### config.mk
export PLATFORM = sky130hd
export DESIGN_NAME = json_string_literal_decoder_core
export DESIGN_NICKNAME = d
export VERILOG_FILES = /design/src/rtl/core/jsld_pkg.sv /design/src/rtl/core/jsld_step.sv /design/src/rtl/core/json_string_literal_decoder_core.sv
export VERILOG_INCLUDE_DIRS = /design/src /design/src/rtl/core
export SDC_FILE = /design/constraint.sdc
export NUM_CORES = 1
export LEC_CHECK = 0
export ABC_AREA = 1
export BUFFER_PORTS_ARGS = -buffer_cell sky130_fd_sc_hd__buf_2
export CORE_ASPECT_RATIO = 0.6
export CORE_MARGIN = 10
export CORE_UTILIZATION = 26
export CTS_BUF_LIST = sky130_fd_sc_hd__clkbuf_8
export DETAILED_ROUTE_END_ITERATION = 8
export GPL_TIMING_DRIVEN = 0
export HOLD_SLACK_MARGIN = 0.1
export PLACE_DENSITY = 0.44
export SYNTH_ARGS = -nofsm -noshare
export SYNTH_HDL_FRONTEND = slang
export SYNTH_SLANG_ARGS = --single-unit
### constraint.sdc
create_clock -name clk -period 8.4 [get_ports clk]
set_input_delay 1.68 -clock clk [delete_from_list [all_inputs] [get_ports clk]]
set_output_delay 1.68 -clock clk [all_outputs]
set_load 0.1 [all_outputs]
### src/rtl/core/assert_macros.svh
// Assertion macros shared by the RTL of the core.
// No dependencies; included by the files that carry assertions.
`ifndef ASSERT_MACROS_SVH
`define ASSERT_MACROS_SVH
`ifndef ASSERT_OFF
// Concurrent assertion on a given clock and active-low reset.
`define ASSERT_AT(lbl, clk_s, rst_s, prop, msg) \
	lbl: assert property (@(posedge clk_s) disable iff (!rst_s) prop) else $error(msg);
// Concurrent assertion on the house clock and reset names.
`define ASSERT_STD(lbl, prop, msg) `ASSERT_AT(lbl, clk, arst_n, prop, msg)
`else
`define ASSERT_AT(lbl, clk_s, rst_s, prop, msg)
`define ASSERT_STD(lbl, prop, msg)
`endif
`endif

### src/rtl/core/jsld_pkg.sv
// Types, codes and helper functions of the JSON string literal decoder.
// No dependencies; imported by jsld_step and json_string_literal_decoder_core.
`timescale 1ns / 1ps
`default_nettype none

package jsld_pkg;

	// Code units with a special meaning.
	localparam logic [15:0] CU_QUOTE     = 16'h0022;
	localparam logic [15:0] CU_BACKSLASH = 16'h005C;
	localparam logic [15:0] CU_SLASH     = 16'h002F;
	localparam logic [15:0] CU_LC_B      = 16'h0062;
	localparam logic [15:0] CU_LC_F      = 16'h0066;
	localparam logic [15:0] CU_LC_N      = 16'h006E;
	localparam logic [15:0] CU_LC_R      = 16'h0072;
	localparam logic [15:0] CU_LC_T      = 16'h0074;
	localparam logic [15:0] CU_LC_U      = 16'h0075;

	// Control codes that the simple escapes stand for.
	localparam logic [15:0] CC_BS = 16'h0008;
	localparam logic [15:0] CC_FF = 16'h000C;
	localparam logic [15:0] CC_LF = 16'h000A;
	localparam logic [15:0] CC_CR = 16'h000D;
	localparam logic [15:0] CC_HT = 16'h0009;

	// Number of hex digits in a \u escape.
	localparam logic [2:0] HEX_DIGITS = 3'd4;

	// Result kinds.
	localparam logic [1:0] KIND_CHAR     = 2'd0;
	localparam logic [1:0] KIND_CLOSED   = 2'd1;
	localparam logic [1:0] KIND_UNCLOSED = 2'd2;
	localparam logic [1:0] KIND_ERROR    = 2'd3;

	// Error codes.
	localparam logic [2:0] ERR_NO_QUOTE    = 3'd0;
	localparam logic [2:0] ERR_LONE_BSLASH = 3'd1;
	localparam logic [2:0] ERR_TRUNC_U     = 3'd2;
	localparam logic [2:0] ERR_NON_HEX     = 3'd3;
	localparam logic [2:0] ERR_ZERO_VALUE  = 3'd4;
	localparam logic [2:0] ERR_UNKNOWN_ESC = 3'd5;

	// Decoder phase, one-hot.
	typedef enum logic [4:0] {
		PH_AWAIT  = 5'b00001,
		PH_STRING = 5'b00010,
		PH_ESCAPE = 5'b00100,
		PH_HEX    = 5'b01000,
		PH_DONE   = 5'b10000
	} phase_t;

	// Input word.
	typedef struct packed {
		logic [15:0] code_unit;
		logic        end_marker;
	} unit_t;

	// Result word.
	typedef struct packed {
		logic [1:0]  kind;
		logic [15:0] char_value;
		logic [15:0] source_index;
		logic [2:0]  error_code;
		logic [15:0] error_start;
		logic [15:0] error_end;
	} result_t;

	// Decoder state that does not depend on the position width.
	typedef struct packed {
		phase_t      phase;
		logic [15:0] hex_accum;
		logic [2:0]  hex_count;
		logic        bad_hex_seen;
	} dec_state_t;

	// True when the code unit is an ASCII hex digit.
	function automatic logic is_hex(input logic [15:0] c);
		return (c >= 16'h0030 && c <= 16'h0039) ||
			(c >= 16'h0061 && c <= 16'h0066) ||
			(c >= 16'h0041 && c <= 16'h0046);
	endfunction

	// Value of a hex digit; only meaningful when is_hex holds.
	function automatic logic [3:0] hex_digit(input logic [15:0] c);
		logic [3:0] d;
		d = c[3:0];
		if (c >= 16'h0030 && c <= 16'h0039) begin
			return d;
		end
		return d + 4'd9;
	endfunction

endpackage

`default_nettype wire

### src/rtl/core/jsld_step.sv
// Next-state and result logic of the decoder for one input word.
// Depends on jsld_pkg; instantiated by json_string_literal_decoder_core.
`timescale 1ns / 1ps
`default_nettype none

module jsld_step
	import jsld_pkg::*;
#(
	parameter int POSITION_WIDTH = 16
) (
	input  var unit_t                     unit_word,
	input  var dec_state_t                cur,
	input  wire [POSITION_WIDTH-1:0]      pos,
	input  wire [POSITION_WIDTH-1:0]      esc_start,
	output dec_state_t                    nxt,
	output logic [POSITION_WIDTH-1:0]     pos_nxt,
	output logic [POSITION_WIDTH-1:0]     esc_start_nxt,
	output logic                          has_result,
	output result_t                       res
);

	logic [POSITION_WIDTH-1:0]    pos_inc;
	logic [POSITION_WIDTH+15:0]   pos_ext;
	logic [POSITION_WIDTH+15:0]   esc_ext;
	logic [POSITION_WIDTH+15:0]   inc_ext;
	logic [15:0]                  pos16;
	logic [15:0]                  esc16;
	logic [15:0]                  inc16;
	logic [15:0]                  c;
	logic                         digit_ok;
	logic [15:0]                  accum_shift;
	logic [2:0]                   count_inc;

	// Saturating position increment and 16-bit views of the positions.
	assign pos_inc = (pos == {POSITION_WIDTH{1'b1}}) ? pos :
		pos + {{(POSITION_WIDTH-1){1'b0}}, 1'b1};
	assign pos_ext = {16'b0, pos};
	assign esc_ext = {16'b0, esc_start};
	assign inc_ext = {16'b0, pos_inc};
	assign pos16   = pos_ext[15:0];
	assign esc16   = esc_ext[15:0];
	assign inc16   = inc_ext[15:0];

	// Hex digit handling for the \u window.
	assign c           = unit_word.code_unit;
	assign digit_ok    = is_hex(c);
	assign accum_shift = {cur.hex_accum[11:0], hex_digit(c)};
	assign count_inc   = cur.hex_count + 3'd1;

	// One step of the decoder.
	always_comb begin
		nxt           = cur;
		pos_nxt       = pos_inc;
		esc_start_nxt = esc_start;
		has_result    = 1'b0;
		res           = '0;
		if (unit_word.end_marker) begin
			// End of input: report what was left open, then reset.
			unique case (cur.phase)
				PH_AWAIT: begin
					has_result     = 1'b1;
					res.kind       = KIND_ERROR;
					res.error_code = ERR_NO_QUOTE;
				end
				PH_STRING: begin
					has_result       = 1'b1;
					res.kind         = KIND_UNCLOSED;
					res.source_index = pos16;
				end
				PH_ESCAPE: begin
					has_result      = 1'b1;
					res.kind        = KIND_ERROR;
					res.error_code  = ERR_LONE_BSLASH;
					res.error_start = esc16;
					res.error_end   = pos16;
				end
				PH_HEX: begin
					has_result      = 1'b1;
					res.kind        = KIND_ERROR;
					res.error_code  = ERR_TRUNC_U;
					res.error_start = esc16;
					res.error_end   = pos16;
				end
				default: begin
					has_result = 1'b0;
				end
			endcase
			nxt.phase        = PH_AWAIT;
			nxt.hex_accum    = '0;
			nxt.hex_count    = '0;
			nxt.bad_hex_seen = 1'b0;
			pos_nxt          = '0;
			esc_start_nxt    = '0;
		end else begin
			unique case (cur.phase)
				PH_AWAIT: begin
					if (c == CU_QUOTE) begin
						nxt.phase = PH_STRING;
					end else begin
						nxt.phase      = PH_DONE;
						has_result     = 1'b1;
						res.kind       = KIND_ERROR;
						res.error_code = ERR_NO_QUOTE;
					end
				end
				PH_STRING: begin
					if (c == CU_QUOTE) begin
						nxt.phase        = PH_DONE;
						has_result       = 1'b1;
						res.kind         = KIND_CLOSED;
						res.source_index = pos16;
					end else if (c == CU_BACKSLASH) begin
						nxt.phase     = PH_ESCAPE;
						esc_start_nxt = pos;
					end else begin
						has_result       = 1'b1;
						res.kind         = KIND_CHAR;
						res.char_value   = c;
						res.source_index = pos16;
					end
				end
				PH_ESCAPE: begin
					// Simple escapes give a character; \u opens the hex window; others fail.
					has_result       = 1'b1;
					res.kind         = KIND_CHAR;
					res.source_index = esc16;
					nxt.phase        = PH_STRING;
					if (c == CU_QUOTE || c == CU_BACKSLASH || c == CU_SLASH) begin
						res.char_value = c;
					end else if (c == CU_LC_B) begin
						res.char_value = CC_BS;
					end else if (c == CU_LC_F) begin
						res.char_value = CC_FF;
					end else if (c == CU_LC_N) begin
						res.char_value = CC_LF;
					end else if (c == CU_LC_R) begin
						res.char_value = CC_CR;
					end else if (c == CU_LC_T) begin
						res.char_value = CC_HT;
					end else if (c == CU_LC_U) begin
						has_result       = 1'b0;
						res              = '0;
						nxt.phase        = PH_HEX;
						nxt.hex_accum    = '0;
						nxt.hex_count    = '0;
						nxt.bad_hex_seen = 1'b0;
					end else begin
						nxt.phase       = PH_DONE;
						res             = '0;
						res.kind        = KIND_ERROR;
						res.error_code  = ERR_UNKNOWN_ESC;
						res.error_start = pos16;
						res.error_end   = inc16;
					end
				end
				PH_HEX: begin
					// Collect four digits, then check them and deliver the value or an error.
					nxt.hex_count    = count_inc;
					nxt.bad_hex_seen = cur.bad_hex_seen | ~digit_ok;
					if (digit_ok) begin
						nxt.hex_accum = accum_shift;
					end
					if (count_inc >= HEX_DIGITS) begin
						has_result = 1'b1;
						if (nxt.bad_hex_seen) begin
							nxt.phase       = PH_DONE;
							res.kind        = KIND_ERROR;
							res.error_code  = ERR_NON_HEX;
							res.error_start = esc16;
							res.error_end   = inc16;
						end else if (nxt.hex_accum == 16'h0000) begin
							nxt.phase       = PH_DONE;
							res.kind        = KIND_ERROR;
							res.error_code  = ERR_ZERO_VALUE;
							res.error_start = esc16;
							res.error_end   = inc16;
						end else begin
							nxt.phase        = PH_STRING;
							res.kind         = KIND_CHAR;
							res.char_value   = nxt.hex_accum;
							res.source_index = esc16;
						end
					end
				end
				default: begin
					// Closed or failed: words are dropped until the end marker.
					has_result = 1'b0;
				end
			endcase
		end
	end

endmodule

`default_nettype wire

### src/rtl/core/json_string_literal_decoder_core.sv
// Top level of the JSON string literal decoder: input register, state, result register.
// Depends on jsld_pkg, jsld_step and assert_macros.svh.
//
//   Channel   Handshake                     Word
//   unit      unit_valid / unit_stall       unit_t   (code_unit, end_marker)
//   result    result_valid / result_stall   result_t (kind ... error_end)
//
// One word is taken per cycle while unit_stall is low. A taken word is held in the input register,
// and its result, if it has one, is written to the result register as the word leaves it.
// The decoder state is updated as a word leaves the input register, so a single
// state register loop sets the rate.
// Reset clears the valid flags and the decoder state; no clearing pass is needed.
// A stall on the result side holds the input register, which then stalls the unit side.
`timescale 1ns / 1ps
`default_nettype none
`include "assert_macros.svh"

module json_string_literal_decoder_core
	import jsld_pkg::*;
#(
	parameter int POSITION_WIDTH = 16
) (
	input  wire     clk,
	input  wire     arst_n,
	input  wire     unit_valid,
	output logic    unit_stall,
	input  var unit_t   unit,
	output logic    result_valid,
	input  wire     result_stall,
	output result_t result
);

	logic                        unit_valid_s1;
	unit_t                       unit_s1;
	logic                        s1_adv;
	logic                        s1_fire;
	dec_state_t                  state_q;
	logic [POSITION_WIDTH-1:0]   pos_q;
	logic [POSITION_WIDTH-1:0]   esc_start_q;
	dec_state_t                  state_nxt;
	logic [POSITION_WIDTH-1:0]   pos_nxt;
	logic [POSITION_WIDTH-1:0]   esc_start_nxt;
	logic                        step_has_result;
	result_t                     step_res;

	// The input register moves on when the result register is empty or being taken.
	assign s1_adv     = ~result_valid | ~result_stall;
	assign s1_fire    = unit_valid_s1 & s1_adv;
	assign unit_stall = unit_valid_s1 & ~s1_adv;

	// Input register.
	always_ff @(posedge clk or negedge arst_n) begin
		if (!arst_n) begin
			unit_valid_s1 <= 1'b0;
		end else if (!unit_stall) begin
			unit_valid_s1 <= unit_valid;
		end
	end

	always_ff @(posedge clk) begin
		if (unit_valid && !unit_stall) begin
			unit_s1 <= unit;
		end
	end

	// Decoder step for the word in the input register.
	jsld_step #(
		.POSITION_WIDTH(POSITION_WIDTH)
	) u_step (
		.unit_word    (unit_s1),
		.cur          (state_q),
		.pos          (pos_q),
		.esc_start    (esc_start_q),
		.nxt          (state_nxt),
		.pos_nxt      (pos_nxt),
		.esc_start_nxt(esc_start_nxt),
		.has_result   (step_has_result),
		.res          (step_res)
	);

	// Decoder state, updated once per word.
	always_ff @(posedge clk or negedge arst_n) begin
		if (!arst_n) begin
			state_q.phase        <= PH_AWAIT;
			state_q.hex_accum    <= '0;
			state_q.hex_count    <= '0;
			state_q.bad_hex_seen <= 1'b0;
			pos_q                <= '0;
			esc_start_q          <= '0;
		end else if (s1_fire) begin
			state_q     <= state_nxt;
			pos_q       <= pos_nxt;
			esc_start_q <= esc_start_nxt;
		end
	end

	// Result register.
	always_ff @(posedge clk or negedge arst_n) begin
		if (!arst_n) begin
			result_valid <= 1'b0;
		end else if (s1_fire && step_has_result) begin
			result_valid <= 1'b1;
		end else if (!result_stall) begin
			result_valid <= 1'b0;
		end
	end

	always_ff @(posedge clk) begin
		if (s1_fire && step_has_result) begin
			result <= step_res;
		end
	end

	// Checks on the pipeline and the decoder state.
	`ASSERT_STD(a_stall_needs_word, unit_stall |-> unit_valid_s1, "stall without a held word")
	`ASSERT_STD(a_error_ends,
		(s1_fire && step_has_result && !unit_s1.end_marker && step_res.kind == KIND_ERROR)
		|=> (state_q.phase == PH_DONE), "error did not close the literal")
	`ASSERT_STD(a_end_resets, (s1_fire && unit_s1.end_marker) |=> (state_q.phase == PH_AWAIT && pos_q == '0), "end marker did not reset")
	`ASSERT_STD(a_error_fields, (result_valid && result.kind == KIND_ERROR) |-> (result.source_index == 16'h0000 && result.char_value == 16'h0000), "error result carries a character")
	`ASSERT_STD(a_hex_count, (state_q.phase == PH_HEX) |-> (state_q.hex_count < HEX_DIGITS), "hex window overran")

endmodule

`default_nettype wire
# After elaboration in Yosys (flattened, before gate mapping)
# Cells that the tools add are included.
[classes]
add_sub_neg = 3
order_cmp = 7
n_eq_ne = 25
muxes = 86
bitwise_logic = 8
n_reduce_logical = 21
[op_table]
columns = ["operator", "n"]
rows = [
  ["51-bit 2-to-1 mux", 7],
  ["16-bit 2-to-1 mux", 18],
  ["25-bit 2-to-1 mux", 7],
  ["69-bit 2-to-1 mux", 2],
  ["32-bit 2-to-1 mux", 4],
  ["16-bit by 7-bit equality test with 1-bit output, second input constant", 7],
  ["32-bit case mux with 3 select lines", 1],
  ["35-bit 2-to-1 mux", 2],
  ["32-bit case mux with 2 select lines", 1],
  ["20-bit case mux with 2 select lines", 1],
  ["5-bit 2-to-1 mux", 7],
  ["16-bit by 6-bit equality test with 1-bit output, second input constant", 2],
  ["16-bit by 7-bit greater-or-equal comparator with 1-bit output, second input constant", 2],
  ["16-bit by 7-bit less-or-equal comparator with 1-bit output, second input constant", 2],
  ["2-bit 2-to-1 mux", 11],
  ["20-bit 2-to-1 mux", 1],
  ["5-bit case mux with 4 select lines", 1],
  ["3-bit inequality test, second input constant", 6],
  ["16-bit by 1-bit adder with 16-bit output, second input constant", 1],
  ["16-bit equality test, second input constant", 1],
  ["16-bit by 6-bit greater-or-equal comparator with 1-bit output, second input constant", 1],
  ["16-bit by 6-bit less-or-equal comparator with 1-bit output, second input constant", 1],
  ["16-bit zero test", 1],
  ["1-bit 2-to-1 mux", 16],
  ["other kinds (30)", 47],
]
[totals]
ff_bits = 145
inputBits = 21
output_inout_bits = 71
word_cells = 166

# Depth between registers and ports, before layout
# Gate-level depths: netlist (run 1).
[logic_depth]
ltp_word = 13
ltp_mapped = 24
depth_no_buf = 22

# Cells and area by module
# A second synthesis (run 1) with hierarchy kept.
[unflattened]
hier_cells = 1171
area_unflattened_um2 = 8883.5
[by_module_without_submodules]
columns = ["mod", "instances", "cells_per_inst", "area_each_um2", "seq_area_each_um2"]
rows = [
  ["json_string_literal_decoder_core", 1, 346, 4951.0, 4060.1],
  ["jsld_step", 1, 825, 3932.5, 0.0],
]

# Worst setup path before layout (run 1)
# Ideal clock, no wire load.
[synth_timing]
path_type = "input port to flip-flop"
start = "input result_stall"
end = "register result[0] (netlist bit), enable pin"
setup_time_ps = 581
t_arrival_ps = 6598
t_required_ps = 7819
path_slack_ps = 1221
stages = 3
path_buffers = 0
path_cell_list = "nand2_1 nand2_1 nor3_1"
[synth_via]
elab_chain_cells = 4
[synth_lines]
columns = ["element", "line", "text"]
rows = [
  ["start: declaration", "json_string_literal_decoder_core.sv:29", "input wire result_stall,"],
  ["1-bit NOT", "json_string_literal_decoder_core.sv:47", "assign s1_adv = ~result_valid | ~result_stall;"],
  ["1-bit OR", "json_string_literal_decoder_core.sv:47", ""],
  ["1-bit AND", "json_string_literal_decoder_core.sv:48", "assign s1_fire = unit_valid_s1 & s1_adv;"],
  ["1-bit logical AND", "json_string_literal_decoder_core.sv:109", "if (s1_fire && step_has_result) begin"],
  ["end signal: assignment", "json_string_literal_decoder_core.sv:110", "result <= step_res;"],
  ["end: declaration", "json_string_literal_decoder_core.sv:30", "output result_t result"],
]
# No other way between the ends.
# A chain may end at the register's enable or synchronous reset.

# Worst setup path in the final report (run 1)
[layout_timing]
start = "input result_stall"
end = "output unit_stall"
[layout_via]
elab_chain_cells = 4
[layout_lines]
columns = ["element", "line", "text"]
rows = [
  ["1-bit NOT", "json_string_literal_decoder_core.sv:47", ""],
  ["1-bit OR", "json_string_literal_decoder_core.sv:47", ""],
  ["1-bit NOT", "json_string_literal_decoder_core.sv:49", "assign unit_stall = unit_valid_s1 & ~s1_adv;"],
  ["1-bit AND", "json_string_literal_decoder_core.sv:49", ""],
  ["end: declaration", "json_string_literal_decoder_core.sv:26", "output logic unit_stall,"],
]
# No other way between the ends.

==> flow_metrics.tcl, run 1 <==
set metrics [dict create \
    finalNetCount 1102 \
    cpPeakStageDelay_ns 0.45 \
    startpoint_type "input port" \
    die-area_sq_um 38100 \
    rsz0062_at_grt "false" \
    fp.dieH_um 155 \
    die_w_um 245 \
    clock_sinks 145 \
    drc 0 \
    async_flop_share 0.407 \
    ant_nets 0 \
    post-dp-hpwl_um 21600 \
    dp_slack_ns 4.28 \
    nFillCells 3247 \
    syn_to_final_growth_pct 18.4 \
    required_ns 6.72 \
    cts.path.max_buffers 2 \
    start_util 0.264 \
    post_cts_buffers 0 \
    grt_max_degree 60 \
    crit_top_cell "buf_2" \
    grt_pass1_wl_um 42800 \
    grt_pass1_vias 6597 \
    worstRegToRegCells 15 \
    tritoncts "yes" \
    final_cell_mix "232 x nand2_1, 120 x inv_1, 105 x nand3_1, 95 x buf_2, 86 x edfxtp_1" \
    ys_seq_elements 145 \
    cp_max_fo 3 \
    crit_family "buffers and inverters" \
    ir_drop_mv 0.117 \
    first_pass_iters 5 \
    via_per_inst 4.77 \
    holdPathStages 2 \
    layout-drive-gt1-share 0.165 \
    max_freq_mhz 244 \
    antenna_found_initial 0 \
    cts_htree_levels 4 \
    tightest_slew_ns 0.944 \
    synth_cells 958 \
    final_common_cell "nand2_1" \
    synth_edf_count 86 \
    path_depth 4 \
    synth_seq_area_share 0.513 \
    cts_root_buffer "clkbuf_8" \
    synth_nets 985 \
    dr.first_iter.drc_count 800 \
    p_per_area_nw_per_um2 248 \
    hp-class "flop to flop" \
    crit_buf_inv 2 \
    cts_resized 0 \
    ys_types 40 \
    critPathKind "input port to output port" \
    timing.final.ws_setup_ns 4.30 \
    cts_hold_buf 0 \
    p_leak_uw 0.00411 \
    relSlewSlack 0.365 \
    grt_overflow 0 \
    num_antenna_cells 0 \
    ys.flop_type "edfxtp_1" \
    core_area_sq_um 30000 \
    rows 49 \
    hold_viol_final 0 \
    netlist_area_sq_um 7920 \
    portBuffers 91 \
    arrival_ns 2.42 \
    io_pins 92 \
    period_needed_ns 4.10 \
    fin_util 0.313 \
    crit_path_end_kind "output port" \
    wl_per_cell_um 18.9 \
    routabilityCongestion 0.897 \
    clock_skew_ns 0.0142 \
    path_clk_slew_ns 0.08 \
    synth.avg_cell_area_sq_um 8.26 \
    crit_path_cell_trace "buf_2 > nand2_1 > nor2_1 > buf_2" \
    grt_use_total 0.149 \
    clk_latency_ns 0.50 \
    ys_warn_count 0 \
    vias 7132 \
    setup_viol 0 \
    finalWirelength_um 28200 \
    maxCapViolations 0 \
    status "completed" \
    finalCritPeriodShare 0.488 \
    cts_inserted_buffers 17 \
    crit_slowest_cell "buf_2" \
    slew_violations 0 \
]
[report_power, final]
part,switching [uW],internal (uW)
clock network,290,286
registers,42.7,870
logic,724,111
[path summary, 6_finish.rpt]
kind,start,endpoint,slack (ns)
min in group asynchronous,arst_n,unit_valid_s1,1.16
setup / recovery,result_stall,unit_stall,4.30
max in group asynchronous,arst_n,state_q[20],6.88
hold / removal,state_q[2],state_q[2],0.51
setup reg to reg,unit_s1[1],result[14],4.66
hold reg to reg,state_q[2],state_q[2],0.51
[per-stage QoR]
| step | total power [uW] | instances | TNS, ns | area (sq um) | hold WS, ns |
|---|---|---|---|---|---|
| after floorplan | 1580 | 958 | 0 | 7920 | 0.457 |
| after CTS | 2350 | 1496 | 0 | 9370 | 0.504 |
| after global routing | 2430 | 1496 | 0 | 9370 | 0.528 |
| final | 2320 | 1496 | 0 | 9370 | 0.506 |
| after global placement | 1770 | 1457 | -123.56 | 8880 | 0.474 |
| after detailed placement | 1770 | 1464 | 0 | 8980 | 0.483 |
[registers in the layout, summed over array words and instances, names as in the netlist]
name,cells
unit_valid_s1,1
result,69
pos_q,16
state_q,25
result_valid,1
esc_start_q,16
unit_s1,17
[synth_stat cells (2+ instances only)]
cell type / number / area share
edfxtp_1: 86 / 0.33
nand3_2: 3 / 0.0038
o21ai_1: 3 / 0.0019
nor2_1: 58 / 0.028
nand2_4: 4 / 0.0057
nand2_1: 232 / 0.11
inv_2: 11 / 0.0052
o21ai_0: 67 / 0.042
clkbuf_1: 28 / 0.013
buf_6: 3 / 0.0043
clkinv_1: 4 / 0.0019
nand2_2: 4 / 0.0032
a22oi_1: 2 / 0.0019
buf_1: 2 / 0.00095
nand3b_1: 7 / 0.0066
nand3_1: 105 / 0.066
nor2_2: 7 / 0.0055
a21oi_1: 42 / 0.027
a31oi_1: 2 / 0.0016
nand4_1: 10 / 0.0079
buf_2: 5 / 0.0032
o22ai_1: 40 / 0.032
nor3_1: 18 / 0.011
nor2_4: 4 / 0.0057
buf_4: 4 / 0.0038
ha_1: 6 / 0.0095
o2111ai_1: 2 / 0.0022
inv_1: 118 / 0.056
xor2_1: 8 / 0.0089
nor4_1: 6 / 0.0047
dfrtp_1: 58 / 0.18
[logic make-up (layout without fill, tap and decap cells)]
kind of cell	Yosys count	count (layout)	share of synthesized area
AOI/OAI and AO/OA	161	161	0.112
xor gates and xnor gates	9	9	0.00996
and+or+nand+nor	461	461	0.265
DFF	145	145	0.513
adders and majority gates	6	6	0.00948
buffers and inverters	176	306	0.0904
[layer usage]
layer	GRT usage	wire length (um)	vias to the layer above
met2	0.167	9660	289
met5	0	0	-
li1	-	-	3452
met1	0.249	15900	3369
met3	0.0424	2370	22
met4	0.0389	297	0
[tightest hold or removal path: cells and delay by family (launching register included)]
kind	cells	cell delay (ns)
AND/OR/NAND/NOR	1	0.05
flip-flops	1	0.35
AO/OA/AOI/OAI	1	0.06
[final cells by class]
| cell class | instances | area (sq um) | share of cell area |
|---|---|---|---|
| multi-input combinational | 637 | 3150 | 0.336 |
| timing repair buffer | 98 | 553 | 0.0590 |
| sequential | 145 | 4060 | 0.433 |
| tap | 408 | 510 | 0.0545 |
| clock inverter | 15 | 154 | 0.0164 |
| buffer | 43 | 216 | 0.0231 |
| inverter | 133 | 499 | 0.0533 |
| clock buffer | 17 | 234 | 0.0250 |
(Power assumes the default switching activity.)
==> run 2, diff against run 1 <==
clock period = 3.8 ns   (was 8.4 ns; I/O delays follow)
==> run 2 against run 1 <==
Hold slack got worse by 0.13 ns. Largest cell class unchanged. Critical path type is now flop to flop. Final cell count fell by 0.13%. Via count rose by 0.43%.
==> flow_metrics.tcl, run 2 (synthesis gave the netlist of run 1 again) <==
set metrics [dict create \
    hp-class "input port to async pin" \
    core_area_sq_um 30000 \
    hold_viol_final 0 \
    period_needed_ns 3.55 \
    io_pins 92 \
    cts_hold_buf 0 \
    tritoncts "yes" \
    cts_root_buffer "clkbuf_8" \
    maxCapViolations 0 \
    first_pass_iters 7 \
    setup_viol 0 \
    tightest_slew_ns 0.971 \
    reg_top3 "result x69, state_q x25, unit_s1 x17" \
    clock_skew_ns 0.0195 \
    cts.path.max_buffers 2 \
    p_sw_frac 0.459 \
    grt_max_degree 60 \
    fin_util 0.313 \
    critPathKind "flop to flop" \
    crit_path_end_kind "flop" \
    r2r_start "unit_s1[2]" \
    grt_pass1_vias 6678 \
    slew_violations 0 \
    rows 49 \
    via_per_inst 4.79 \
    relSlewSlack 0.347 \
    place_inst 1461 \
    grt_pass1_wl_um 43200 \
    reg2reg_to "result[58]" \
    p_per_area_nw_per_um2 546 \
    final_cells 1494 \
    tns_ns 0 \
    largest_register_ffs 69 \
    clk_latency_ns 0.50 \
    path_clk_slew_ns 0.08 \
    die-area_sq_um 38100 \
    seq_power_share 0.394 \
    cts_inserted_buffers 17 \
    layout-drive-gt1-share 0.164 \
    final_cell_mix "232 x nand2_1, 118 x inv_1, 105 x nand3_1, 95 x buf_2, 86 x edfxtp_1" \
    ant_nets 0 \
    final-seq-area_sq_um 4060 \
    syn_to_final_growth_pct 18.4 \
    grt_use_total 0.151 \
    final_common_cell "nand2_1" \
    vias 7163 \
    cp_max_fo 10 \
    rsz0062_at_grt "false" \
    antenna_found_initial 0 \
    p_int_uw 2770 \
    finalNetCount 1100 \
    power_frac_clock 0.238 \
    pwr-share-comb 0.367 \
    status "completed" \
    regMostFlops "result" \
    required_ns 4.05 \
    r2r_slack_ns 0.25 \
    cts_htree_levels 4 \
    wl_per_cell_um 19.0 \
    grt_overflow 0 \
    fp.dieH_um 155 \
    finalCritPeriodShare 0.933 \
    finalWirelength_um 28400 \
    nFillCells 3236 \
    start_util 0.264 \
    startpoint_type "flop" \
    portBuffers 91 \
    num_antenna_cells 0 \
    dr.first_iter.drc_count 916 \
    max_freq_mhz 282 \
    p_leak_uw 0.00410 \
    worstRegToRegCells 21 \
    ir_drop_mv 0.213 \
    power_switching_uw 2350 \
    die_w_um 245 \
    routabilityCongestion 0.923 \
    clock_sinks 145 \
    drc 0 \
    multiInputGateArea_sq_um 3160 \
    post-dp-hpwl_um 21800 \
    arrival_ns 3.79 \
]
run 2: changes by cell type in the layout (fill, tap and decap cells not counted), moves of 2 or more:
cell / before / now
inv_1: 120 / 118
clkinv_1: 5 / 7
buf_6: 9 / 3
buf_8: 1 / 3
run 2: timing repair:
item,in CTS,in global routing
hold endpoints to repair,0,0
setup buffers,0,1
gates resized for setup,0,5
endpoints found under the setup margin,0,27
run 2: final cells by class:
cell class | count | area share
Buffer | 43 | 0.0232
Clock buffer | 18 | 0.0264
Clock inverter | 14 | 0.0132
Inverter | 133 | 0.0533
Multi-Input combinational cell | 637 | 0.338
Sequential cell | 145 | 0.433
Tap cell | 408 | 0.0545
Timing Repair Buffer | 96 | 0.0587
run 2: through the flow:
| step | total power, uW | cell area [sq um] | hold slack (ns) | setup WS [ns] |
|---|---|---|---|---|
| 6_report | 5120 | 9370 | 0.376 | 0.255 |
| 5_1_grt | 5330 | 9370 | 0.403 | 0.0273 |
| 4_1_cts | 5160 | 9350 | 0.371 | 0.168 |
| 3_5_place_dp | 3930 | 8980 | 0.481 | 0.179 |
| 3_3_place_gp | 3880 | 8890 | 0.475 | -1.11 |
| 2_1_floorplan | 3480 | 7930 | 0.457 | 0.373 |
run 2: worst max-delay path, cell delays in order (launching register included):
cell	delay (ns)
edfxtp_1	0.53
inv_1	0.13
ha_1	0.26
inv_1	0.15
nor2_1	0.11
nand3_1	0.09
nand3_1	0.14
nor2_4	0.06
nor2_8	0.17
nand2_4	0.11
buf_6	0.16
nand2_1	0.05
nand2_1	0.12
nand2_1	0.11
inv_2	0.03
nand2_1	0.09
nor2_4	0.08
nand2_4	0.10
nand2_1	0.11
nor2_4	0.23
nand2_1	0.08
a21oi_1	0.37
run 2: how the worst max path moves through the flow:
stage / cells after the start / endpoint / startpoint / slack, ns
floorplan: 11 / result[0] / unit_s1[1] / 0.37
global placement: 8 / result[58] / unit_s1[1] / -1.11
detailed placement: 15 / result[0] / unit_s1[1] / 0.18
CTS: 21 / result[58] / unit_s1[1] / 0.17
global route: 23 / result[48] / unit_s1[2] / 0.03
finish: 21 / result[58] / unit_s1[2] / 0.25
run 2: layer usage:
metal / share of wire / track usage
met1: 0.56 / 0.257
met2: 0.33 / 0.164
met3: 0.10 / 0.0446
met4: 0.0098 / 0.0401
met5: 0 / 0
run 2: power groups by stage:
stage,Sequential (uW),Combinational [uW],Clock [uW]
finish,2020,1880,1220
global route,2040,1970,1320
CTS,2020,1880,1260
detailed placement,2050,1880,0
global placement,2070,1810,0
floorplan,3120,365,0
